<file path="src/tlpt_pkg.sv">
package tlpt_pkg;

    localparam int DIR_INDEX_BITS   = 10;
    localparam int TABLE_INDEX_BITS = 10;
    localparam int ENTRY_BITS       = DIR_INDEX_BITS + TABLE_INDEX_BITS;
    localparam int DIR_SLOTS        = 1 << DIR_INDEX_BITS;
    localparam int ENTRY_COUNT      = 1 << ENTRY_BITS;
    localparam int PAGE_SHIFT       = 12;
    localparam int WORD_BITS        = 32;

    localparam int FIFO_DEPTH    = 2;
    localparam int FIFO_PTR_BITS = $clog2(FIFO_DEPTH);

    localparam logic [1:0] REQ_MAP    = 2'd0;
    localparam logic [1:0] REQ_UNMAP  = 2'd1;
    localparam logic [1:0] REQ_LOOKUP = 2'd2;

    typedef enum logic [1:0] {
        OP_MAP,
        OP_UNMAP,
        OP_LOOKUP,
        OP_NOP
    } t_op;

    typedef enum logic [1:0] {
        ST_DIR_EMPTY   = 2'd0,
        ST_MAPPED      = 2'd1,
        ST_ENTRY_EMPTY = 2'd2,
        ST_DONE        = 2'd3
    } t_status;

    typedef enum logic [2:0] {
        BS_CLEAR,
        BS_IDLE,
        BS_DECIDE,
        BS_WALK,
        BS_REPLY
    } t_bstate;

    typedef struct packed {
        t_op                   op;
        logic [ENTRY_BITS-1:0] page;
        logic [WORD_BITS-1:0]  entry;
    } t_cmd;

    typedef struct packed {
        logic clearing;
    } t_back_stat;

endpackage

</file>
<file path="src/tlpt_fifo.sv">
module tlpt_fifo
    import tlpt_pkg::*;
(
    input  logic i_clk,
    input  logic i_rst_n,
    input  logic i_push,
    input  t_cmd i_data,
    input  logic i_pop,
    output logic o_valid,
    output t_cmd o_data,
    output logic o_full
);

    t_cmd                     r_mem [FIFO_DEPTH];
    logic [FIFO_PTR_BITS-1:0] r_wptr;
    logic [FIFO_PTR_BITS-1:0] r_rptr;
    logic [FIFO_PTR_BITS:0]   r_count;
    logic                     do_push;
    logic                     do_pop;

    assign o_full  = (r_count == (FIFO_PTR_BITS+1)'(FIFO_DEPTH));
    assign o_valid = (r_count != '0);
    assign o_data  = r_mem[r_rptr];
    assign do_push = i_push && !o_full;
    assign do_pop  = i_pop && o_valid;

    always_ff @(posedge i_clk) begin
        if (do_push) begin
            r_mem[r_wptr] <= i_data;
        end
    end

    always_ff @(posedge i_clk) begin
        if (!i_rst_n) begin
            r_wptr  <= '0;
            r_rptr  <= '0;
            r_count <= '0;
        end else begin
            if (do_push) begin
                r_wptr <= r_wptr + 1'b1;
            end
            if (do_pop) begin
                r_rptr <= r_rptr + 1'b1;
            end
            case ({do_push, do_pop})
                2'b10:   r_count <= r_count + 1'b1;
                2'b01:   r_count <= r_count - 1'b1;
                default: r_count <= r_count;
            endcase
        end
    end

endmodule

</file>
<file path="config.mk">
export PLATFORM = sky130hd
export DESIGN_NAME = tlpt_fifo
export DESIGN_NICKNAME = d
export VERILOG_FILES = /design/src/tlpt_pkg.sv /design/src/tlpt_fifo.sv
export SDC_FILE = /design/constraint.sdc
export NUM_CORES = 1
export LEC_CHECK = 0
export ABC_AREA = 1
export BUFFER_PORTS_ARGS = -buffer_cell sky130_fd_sc_hd__clkbuf_2
export CORE_MARGIN = 2
export CORE_UTILIZATION = 56
export CTS_CLUSTER_SIZE = 28
export DETAILED_ROUTE_END_ITERATION = 8
export GPL_TIMING_DRIVEN = 0
export HOLD_SLACK_MARGIN = 0.03
export MAX_ROUTING_LAYER = met4
export PLACE_DENSITY = 0.83
export SETUP_SLACK_MARGIN = 0.05
export SYNTH_ARGS = -nofsm -noshare
export SYNTH_HDL_FRONTEND = slang
export SYNTH_SLANG_ARGS = --single-unit
export TNS_END_PERCENT = 10
</file>
<file path="constraint.sdc">
create_clock -name i_clk -period 8.38 [get_ports i_clk]
set_input_delay 0 -clock i_clk [delete_from_list [all_inputs] [get_ports i_clk]]
set_output_delay 0 -clock i_clk [all_outputs]
set_load 0.03 [all_outputs]
</file>
==> reports/results.ini <==
[sta]
hold_viol=0
worst_slack_ps=6065
drv_slew=0
max_freq_mhz=432.0
fin_crit_sh_pct=27.62
slew_headroom_pct=43.88
skew_ps=11.58
worstMarginPinSlew_ps=839.8
min_period_ps=2315
fin_hold_ws_ps=139.7
rsz0062_at_grt=false
setup_viol=0
fin_setup_tns_ps=0

[logic_synthesis]
syn_nets=265
synthArstFlopShare_pct=0
synthesis.area_um2=4393
seq_area_frac_synth_pct=76.10
synth_most_common_cell=edfxtp_1
ys.flop_type=edfxtp_1
synth.ff_latch_count=113
post-synth-top-area-cell=edfxtp_1
yosys.area.top_type_share_pct=73.83
synth.distinct_cells=15
ys_top_cells_by_count=edfxtp_1, mux2_4, nor2_1, nand2_1, inv_1
avgSynthCellArea_um2=21.33
yosys_warnings=0
synth_edf_count=108
ys_top_cells_by_area=edfxtp_1, mux2_4, buf_12
synth_cells=206

[clocking]
numClockSinks=113
cts_buffers=17
clk_latency_ps=500
htree_levels=4
cts_max_path_buffers=2
root_buffer=clkbuf_8
clk_pin_slew_ps=60
cts_tree=built

[setup_path]
setup.worst_path.end=r_wptr
crit_path_max_fanout=5
reg2reg_depth=7
cp-end-kind=flop
r2r_end=r_wptr
required_ps=8760
r2r_slack_ps=6070
r2r-start=r_count[0]
cp.arrival_ps=2690
path_class=flop to flop
startpoint_type=flop
startpoint=r_count[0]

[route]
postRouteAntennaNets=0
wl_per_cell_um=17.29
drt_iter0_drc=111
routed_wl_um=8868
dr.pass1.iters=4
viasPerCell=4.979
drc_errors=0
via_count=2554

[global_route]
grt_pass1_vias=2705
grt_use_total_pct=21.92
antenna_found_initial=0
grt.overflow.total=0
grt_pass1_wl_um=13120
grt_max_degree=31

[final_layout]
drive_gt1_share_pct=50.36
area_delta_synth_final_pct=43.66
nets=457
postLayoutCellArea_um2=6311
nFillCells=375
antenna_cells=0

[placed_design]
dpl_cell_area_um2=5134
dpl.hpwl_um=4631
pre_cts_slack_ps=6349
io_buffers=113
gp_congestion=0.6628

[floorplan]
rows=32
core_area_um2=7647
initial_core_util_pct=57.44
dieArea_um2=8569
pin_count=114
die_y_um=92.57
die_width_um=92.57

[power_and_ir_drop]
power.total_mw=1.878
powerDensity_nw_per_um2=297.5
vdd_drop_max_mv=0.2354
p_leak_nw=2.582

[worst_hold_path]
hp-class=primary input to flop

[job]
max_cap_viol_count=0

[outcome]
status=finished clean

-- sequential cells by signal, summed over array words and instances (netlist names), named ones only --
name and flops:
r_wptr 1, r_mem 108, r_rptr 1, r_count 2
-- layout by cell type (no fill, tap or decap), drive strengths merged, types with 2 or more instances in the layout --
cell and n:
bufinv 3, nand2 8, buf 8, clkinvlp 2, clkinv 6, inv 11
dfxtp 5, nor2 12, edfxtp 108, dlygate4sd3 58, mux2 54, clkbuf 130
-- area by class of cell --
type | count | area [µm²] | share of cell area, %
repair buffers | 173 | 1186 | 18.79
clock buffers | 17 | 414.1 | 6.562
well taps | 102 | 127.6 | 2.022
inverters | 7 | 26.28 | 0.4163
clock inverters | 15 | 182.7 | 2.895
plain buffers | 6 | 111.4 | 1.764
multi-input cells | 80 | 919.6 | 14.57
flip-flops and latches | 113 | 3343 | 52.97
-- critical path: stages, from the launching register on --
cell and delay (ps):
dfxtp_1 410, nor2_1 80, nor2_1 240, nand2_1 180, nand2_1 110, dlygate4sd3_1 550
nor2_1 50, dlygate4sd3_1 570
-- per-layer routing --
layer	global-route usage [%]	wire length, µm	share of wire, %
met5	-	0	0
met4	9.950	208	2.3
met3	5.777	394	4.4
met2	39.90	4973	56
met1	21.86	3293	37
-- where the power goes --
group	total (mW)	switching [mW]	internal, mW
Combinational	0.458	0.265	0.193
Sequential	0.712	0.0206	0.691
Clock	0.708	0.252	0.456
-- through the flow --
stage | util (%) | instances
finish | 82.53 | 513
global placement | 66.51 | 421
global route | 82.53 | 513
floorplan | - | 206
CTS | 82.53 | 513
detailed placement | 67.13 | 423
-- logic make-up after synthesis --
logic type / Yosys count / synth area share, %
flops: 113 / 76.10
mux: 54 / 18.11
simple gates: 22 / 1.965
buf+inv: 13 / 3.133
compound gates: 3 / 0.3986
fa+ha+maj: 1 / 0.2848
-- how the worst min path moves through the flow --
stage                     from           end  slack [ps]  cells past startpoint
floorplan            i_data[0]   r_mem[0][0]         100                      0
global placement    i_data[44]  r_mem[1][44]         190                      1
detailed placement  i_data[24]  r_mem[1][24]         190                      1
CTS                     i_push    r_count[0]          60                      6
global route            i_push    r_count[0]         160                      6
finish                  i_push    r_count[0]         140                      6
-- what timing repair did --
item / 4_1_cts / 5_1_grt
hold buffers: 58 / 0
setup buffers: 0 / 0
resized for setup: 0 / 0
hold endpoints to repair: 113 / 0
Power figures use the tool's default switching activity.
