--- src/tlpt_pkg.sv ---
package tlpt_pkg;

    localparam int DIR_INDEX_BITS   = 10;
    localparam int TABLE_INDEX_BITS = 10;
    localparam int ENTRY_BITS       = DIR_INDEX_BITS + TABLE_INDEX_BITS;
    localparam int DIR_SLOTS        = 1 << DIR_INDEX_BITS;
    localparam int ENTRY_COUNT      = 1 << ENTRY_BITS;
    localparam int PAGE_SHIFT       = 12;
    localparam int WORD_BITS        = 32;

    localparam int FIFO_DEPTH    = 2;
    localparam int FIFO_PTR_BITS = $clog2(FIFO_DEPTH);

    localparam logic [1:0] REQ_MAP    = 2'd0;
    localparam logic [1:0] REQ_UNMAP  = 2'd1;
    localparam logic [1:0] REQ_LOOKUP = 2'd2;

    typedef enum logic [1:0] {
        OP_MAP,
        OP_UNMAP,
        OP_LOOKUP,
        OP_NOP
    } t_op;

    typedef enum logic [1:0] {
        ST_DIR_EMPTY   = 2'd0,
        ST_MAPPED      = 2'd1,
        ST_ENTRY_EMPTY = 2'd2,
        ST_DONE        = 2'd3
    } t_status;

    typedef enum logic [2:0] {
        BS_CLEAR,
        BS_IDLE,
        BS_DECIDE,
        BS_WALK,
        BS_REPLY
    } t_bstate;

    typedef struct packed {
        t_op                   op;
        logic [ENTRY_BITS-1:0] page;
        logic [WORD_BITS-1:0]  entry;
    } t_cmd;

    typedef struct packed {
        logic clearing;
    } t_back_stat;

endpackage

--- src/tlpt_front.sv ---
module tlpt_front
    import tlpt_pkg::*;
(
    input  logic                 i_push,
    input  logic [1:0]           i_req_type,
    input  logic [WORD_BITS-1:0] i_virtual_address,
    input  logic [WORD_BITS-1:0] i_physical_address,
    input  logic [11:0]          i_entry_flags,
    input  logic                 i_fifo_full,
    input  t_back_stat           i_back_stat,
    output logic                 o_full,
    output logic                 o_fifo_push,
    output t_cmd                 o_cmd
);

    // hold off new beats while the directory sweep after reset runs
    assign o_full      = i_fifo_full || i_back_stat.clearing;
    assign o_fifo_push = i_push && !o_full;

    always_comb begin
        o_cmd.page  = i_virtual_address[PAGE_SHIFT +: ENTRY_BITS];
        o_cmd.entry = '0;
        case (i_req_type)
            REQ_MAP: begin
                o_cmd.op    = OP_MAP;
                o_cmd.entry = {i_physical_address[WORD_BITS-1:PAGE_SHIFT], i_entry_flags};
            end
            REQ_UNMAP: begin
                o_cmd.op = OP_UNMAP;
            end
            REQ_LOOKUP: begin
                o_cmd.op = OP_LOOKUP;
            end
            default: begin
                o_cmd.op = OP_NOP;
            end
        endcase
    end

endmodule

--- config.mk ---
export PLATFORM = sky130hd
export DESIGN_NAME = tlpt_front
export DESIGN_NICKNAME = d
export VERILOG_FILES = /design/src/tlpt_pkg.sv /design/src/tlpt_front.sv
export SDC_FILE = /design/constraint.sdc
export NUM_CORES = 1
export LEC_CHECK = 0
export ABC_AREA = 1
export BUFFER_PORTS_ARGS = -buffer_cell sky130_fd_sc_hd__clkbuf_2
export CORE_ASPECT_RATIO = 0.6
export CORE_MARGIN = 2
export CORE_UTILIZATION = 26
export DETAILED_ROUTE_END_ITERATION = 7
export PLACE_DENSITY_LB_ADDON = 0.15
export SLEW_MARGIN = 20
export SYNTH_ARGS = -nofsm -noshare
export SYNTH_HDL_FRONTEND = slang
export SYNTH_SLANG_ARGS = --single-unit
--- constraint.sdc ---
create_clock -name vclk -period 0.8
set_input_delay 0.04 -clock vclk [all_inputs]
set_output_delay 0.04 -clock vclk [all_outputs]
set_load 0.05 [all_outputs]
==> run metrics, run 1 <==
clock buffers 0; Lkg Pwr 0.635 nW; Final Total Pwr 640 uW; power share of the clock group 0; max-cap violations 0; first-pass GRT wire length 1730 um; synthesis-to-finish area growth 58.1%; area leader, netlist nor2_2; 1st-pass router iterations 1; Crit Path Class in2out; FILL cells 246; WL/cell 7.67 um; Startpoint Class input pin; Final min period 770 ps; critical-path cell list clkbuf_2, inv_2, nand2_4, buf_4, nor2_4, buf_2; Port Buffers 73; gpl congestion 0.618; antenna diode count 0; top post-synthesis cells by area nor2_2 (28%), buf_4 (25%), inv_1 (22%), buf_12 (10%), nor2_4 (7.6%); Comb power frac 1.000; Core Rows 13; switching power 419 uW; area of the multi-input gates 241 sq um; Starting Density 0.273; Place WS -35.8 ps; mux share of post-synthesis cell area 0; DR vias/cell 3.56; Mean Syn Cell Area 6.09 sq um; CP max stage delay 260 ps; Critical path buffers and inverters 4; number of sequential cells 0; largest family of logic cells by synthesized area buffers and inverters; Fin. Hold Viols 0; XOR/XNOR Fraction of Synth Area 0; Peak VDD IR 0.239 mV; Post-Synthesis Cells 97; Residual DRC 0; layout cells sized above 1 0.743; HPWL after detailed placement 1150 um; Ys Warns 0; Crit path arrival time 730 ps; compound-cell area share of the yosys netlist 0; status completed; Core Region 2160 sq um; CP delay by family, top buffers and inverters; Post-Synth Adder-Cell Area 0; commonest non-fill, non-tap cell in the layout clkbuf_2; # setup viols final 0; Slew HR 0.817; via count 633; Critical Path RT 760 ps; total gr overflow 0; Slowest-stage cell, CP buf_2; Worst setup EP type output port; Die H 40.9 um; P per Cell Area 685 nW/um^2; Hold Buf Count CTS 0; crit share post-route 0.963; die width 65.5 um; PnR worst setup slack 29.6 ps; Hold Path Class in2out; largest net degree at the start of global routing 19; final WL 1370 um; Tot GR Track Use 0.0815; Flop pwr share 0; Mapped Area 591 sq um; Nets 231; sequential cell area 0 sq um; DR iter-0 viols 0; vias in the first global route 443; total die area 2680 sq um; sw frac 0.655; Worst Hold Slack 80.0 ps; initial antenna violation count 0; simple-gate share of the synthesized area 0.396; post-route setup TNS 0 ps; top-area cell type share of the netlist area 0.275; Net Count, Synth 178; Slew @ Worst Pin 276 ps; Max Freq 1300 MHz; P_int 220 uW; Unique masters post-synth 10; sequential-to-total area share from yosys stat 0; IO Pins 137; worst-path maximum fanout 3; most frequent cells in the layout clkbuf_2 (41), inv_1 (35), nor2_2 (26); Final Slew Violations 0; ANT nets after route 0; RSZ-0062 raised after global routing false
## synth_stat cells, drive strengths merged
master  count
nor2       33
nand2       2
clkbuf      2
buf        23
inv        37
## stage by stage
step	cell area, sq um	util	cells
floorplan	598	-	97
global placement	861	0.398	178
detailed placement	861	0.398	178
CTS	931	0.430	178
global route	933	0.431	178
finish	933	0.431	178
## metal layers
| metal | vias to the layer above | part of all wire | wire length (um) | global-route usage |
|---|---|---|---|---|
| met5 | - | 0 | 0 | 0 |
| met4 | 0 | 0.0029 | 4 | 0.00521 |
| met3 | 2 | 0.093 | 127 | 0.0137 |
| met2 | 41 | 0.57 | 781 | 0.199 |
| met1 | 258 | 0.33 | 452 | 0.0769 |
| li1 | 332 | - | - | - |
## logic make-up after synthesis
logic type,Yosys count
buffers and inverters,62
and+or+nand+nor,35
## layout make-up
cell class / count / area share
timing repair buffer: 76 / 0.552
tap: 30 / 0.0402
inverter: 37 / 0.149
multi-input combinational: 35 / 0.259
## worst paths after layout
| check | from | to | slack (ps) | depth (start not counted) |
|---|---|---|---|---|
| worst min-delay path | i_virtual_address[12] | o_cmd[32] | 80 | 0 |
| worst max-delay path | i_req_type[0] | o_cmd[27] | 30 | 6 |
## repair_timing
item,4_1_cts,5_1_grt
pin swaps,0,0
resized for setup,28,18
cloned,0,0
setup endpoints to repair,28,17
buffers inserted,0,0
## power groups by stage
stage          logic, mW  registers, mW  clock network (mW)
2_1_floorplan      0.711              0                   0
3_3_place_gp       0.603              0                   0
3_5_place_dp       0.610              0                   0
4_1_cts            0.639              0                   0
5_1_grt            0.678              0                   0
6_report           0.640              0                   0
No activity file was read; power rests on OpenSTA's default activity.
==> run 2: changes to the inputs <==
- ABC_AREA: 1 -> not set
- CORE_UTILIZATION: 26 -> 27
==> run 2 against run 1 <==
  * The flow now finishes with violations (setup timing)
  * Design area increased by 56%
  * Non-clock buffer count is 4 higher
  * Synthesized cell count decreased by 34%
  * Critical endpoint is now o_cmd[9]
  * Largest cell class unchanged
  * Highest routed layer unchanged
==> run metrics, run 2 <==
critical path startpoint i_req_type[1]; DR vias/cell 4.42; Peak VDD IR 0.466 mV; CP Depth 4; Critical Path RT 760 ps; IO Pins 137; # setup viols final 1; Worst setup EP type output port; total gr overflow 0; Crit path arrival time 760 ps; final core occ 0.658; Slowest-stage cell, CP nor3b_2; Core Region 2210 sq um; Comb power frac 1.000; CP most frequent cell clkbuf_8; DR iter-0 viols 6; vias in the first global route 617; status finished, violations left; Tot GR Track Use 0.122; Core Rows 13; P per Cell Area 638 nW/um^2; largest net degree at the start of global routing 33; 1st-pass router iterations 4; max-cap violations 0; initial antenna violation count 0; first-pass GRT wire length 2810 um; Mean Syn Cell Area 10.1 sq um; worst-path maximum fanout 20; Die H 41.9 um; sequential cell area 0 sq um; Slew @ Worst Pin 278 ps; Starting Density 0.292; gpl congestion 0.643; number of sequential cells 0; PnR worst setup slack -1.87 ps; Final min period 802 ps; most frequent cells in the layout clkbuf_2 (38), nor3b_4 (25), buf_8 (18); CP delay by family, top buffers and inverters; synth cell count leaders nor3b_2 (30), buf_4 (20), buf_6 (7); Lkg Pwr 0.652 nW; crit share post-route 1.00; Post-Layout Cell Count 144; antenna diode count 0; top-area cell type share of the netlist area 0.581; switching power 494 uW; Residual DRC 0; WL/cell 14.4 um; CP max stage delay 200 ps; Slew HR 0.816; Mapped Area 646 sq um; Max Freq 1250 MHz; Unique masters post-synth 7; violated checks setup timing; HPWL after detailed placement 1320 um; Final Slew Violations 0; Port Buffers 73; top post-synthesis cells by area nor3b_2 (58%), buf_4 (23%), buf_6 (12%), nor3b_1 (3.5%), clkbuf_1 (1.2%); Hold Path Class in2out; Ys Warns 0; sw frac 0.532; synthesis-to-finish area growth 126%; Flop pwr share 0; area leader, netlist nor3b_2; Post-Synthesis Cells 64; P_int 434 uW; top-count cell post-synth nor3b_2; FILL cells 175; Fin. Hold Viols 0; ANT nets after route 0; sequential-to-total area share from yosys stat 0; die width 67.1 um; via count 636; power share of the clock group 0; clock buffers 0; layout cells sized above 1 1.00; Nets 197; commonest non-fill, non-tap cell in the layout clkbuf_2; Net Count, Synth 145; Startpoint Class input pin; Setup Buffers After CTS 0; Setup crit end o_cmd[9]; critical-path cell list clkbuf_8, buf_12, nor3b_2, clkbuf_8; RSZ-0062 raised after global routing true; Crit Path Class in2out; Critical path buffers and inverters 3; total die area 2810 sq um; total placed cells including tap cells 141; final WL 2080 um
[run 2: cell count changes after synthesis, moves of 2 or more]
cell	previous run	this run
inv_1	35	0
nor2_1	3	0
nor3b_2	0	30
buf_12	3	0
nor2_4	4	0
nor3b_1	0	3
nor2_2	26	0
buf_6	0	7
inv_2	2	0
[run 2: stage by stage]
step	power, mW	TNS [ps]	area [sq um]	setup slack (ps)	hold WS, ps
final	0.929	-1.87	1460	-1.87	80.0
after CTS	0.782	-100	1240	-27.0	80.4
after detailed placement	0.685	-1720	1010	-86.9	80.4
after floorplan	0.762	-6190	711	-220	181
after global placement	0.681	-1530	1010	-77.4	80.4
after global routing	0.965	-136	1460	-24.6	80.1
[run 2: cell families (layout without fill, tap and decap cells)]
kind of cell,count (synthesis),after routing,share of synthesized area
buffers and inverters,30,80,0.374
AND/OR/NAND/NOR,34,34,0.626
[run 2: layout make-up]
type                            count  area, sq um  share of cell area
Timing Repair Buffer               80          843               0.579
Multi-Input combinational cell     34          576               0.395
Tap cell                           30         37.5              0.0258
[run 2: worst min path at each step]
stage | startpoint | cells after the start | to
after CTS | i_virtual_address[17] | 0 | o_cmd[37]
after floorplan | i_fifo_full | 1 | o_fifo_push
final | i_virtual_address[15] | 0 | o_cmd[35]
after detailed placement | i_virtual_address[17] | 0 | o_cmd[37]
after global placement | i_virtual_address[17] | 0 | o_cmd[37]
after global routing | i_virtual_address[21] | 0 | o_cmd[41]
[run 2: power by group through the flow]
stage / Combinational [mW] / Clock [mW] / Sequential, mW
global route: 0.965 / 0 / 0
detailed placement: 0.685 / 0 / 0
floorplan: 0.762 / 0 / 0
CTS: 0.782 / 0 / 0
finish: 0.929 / 0 / 0
global placement: 0.681 / 0 / 0
[run 2: metal layers]
metal,vias up,GRT usage,part of all wire
li1,299,-,-
met2,33,0.232,0.50
met4,0,0.0204,0.010
met3,4,0.0163,0.066
met5,-,0,0
met1,300,0.144,0.42
[run 2: repair_timing]
| item | in CTS | in global routing |
|---|---|---|
| pin swaps | 0 | 16 |
| hold buffers | 0 | 0 |
| endpoints found under the setup margin | 32 | 32 |
| cloned | 0 | 3 |
| gates resized for setup | 53 | 46 |
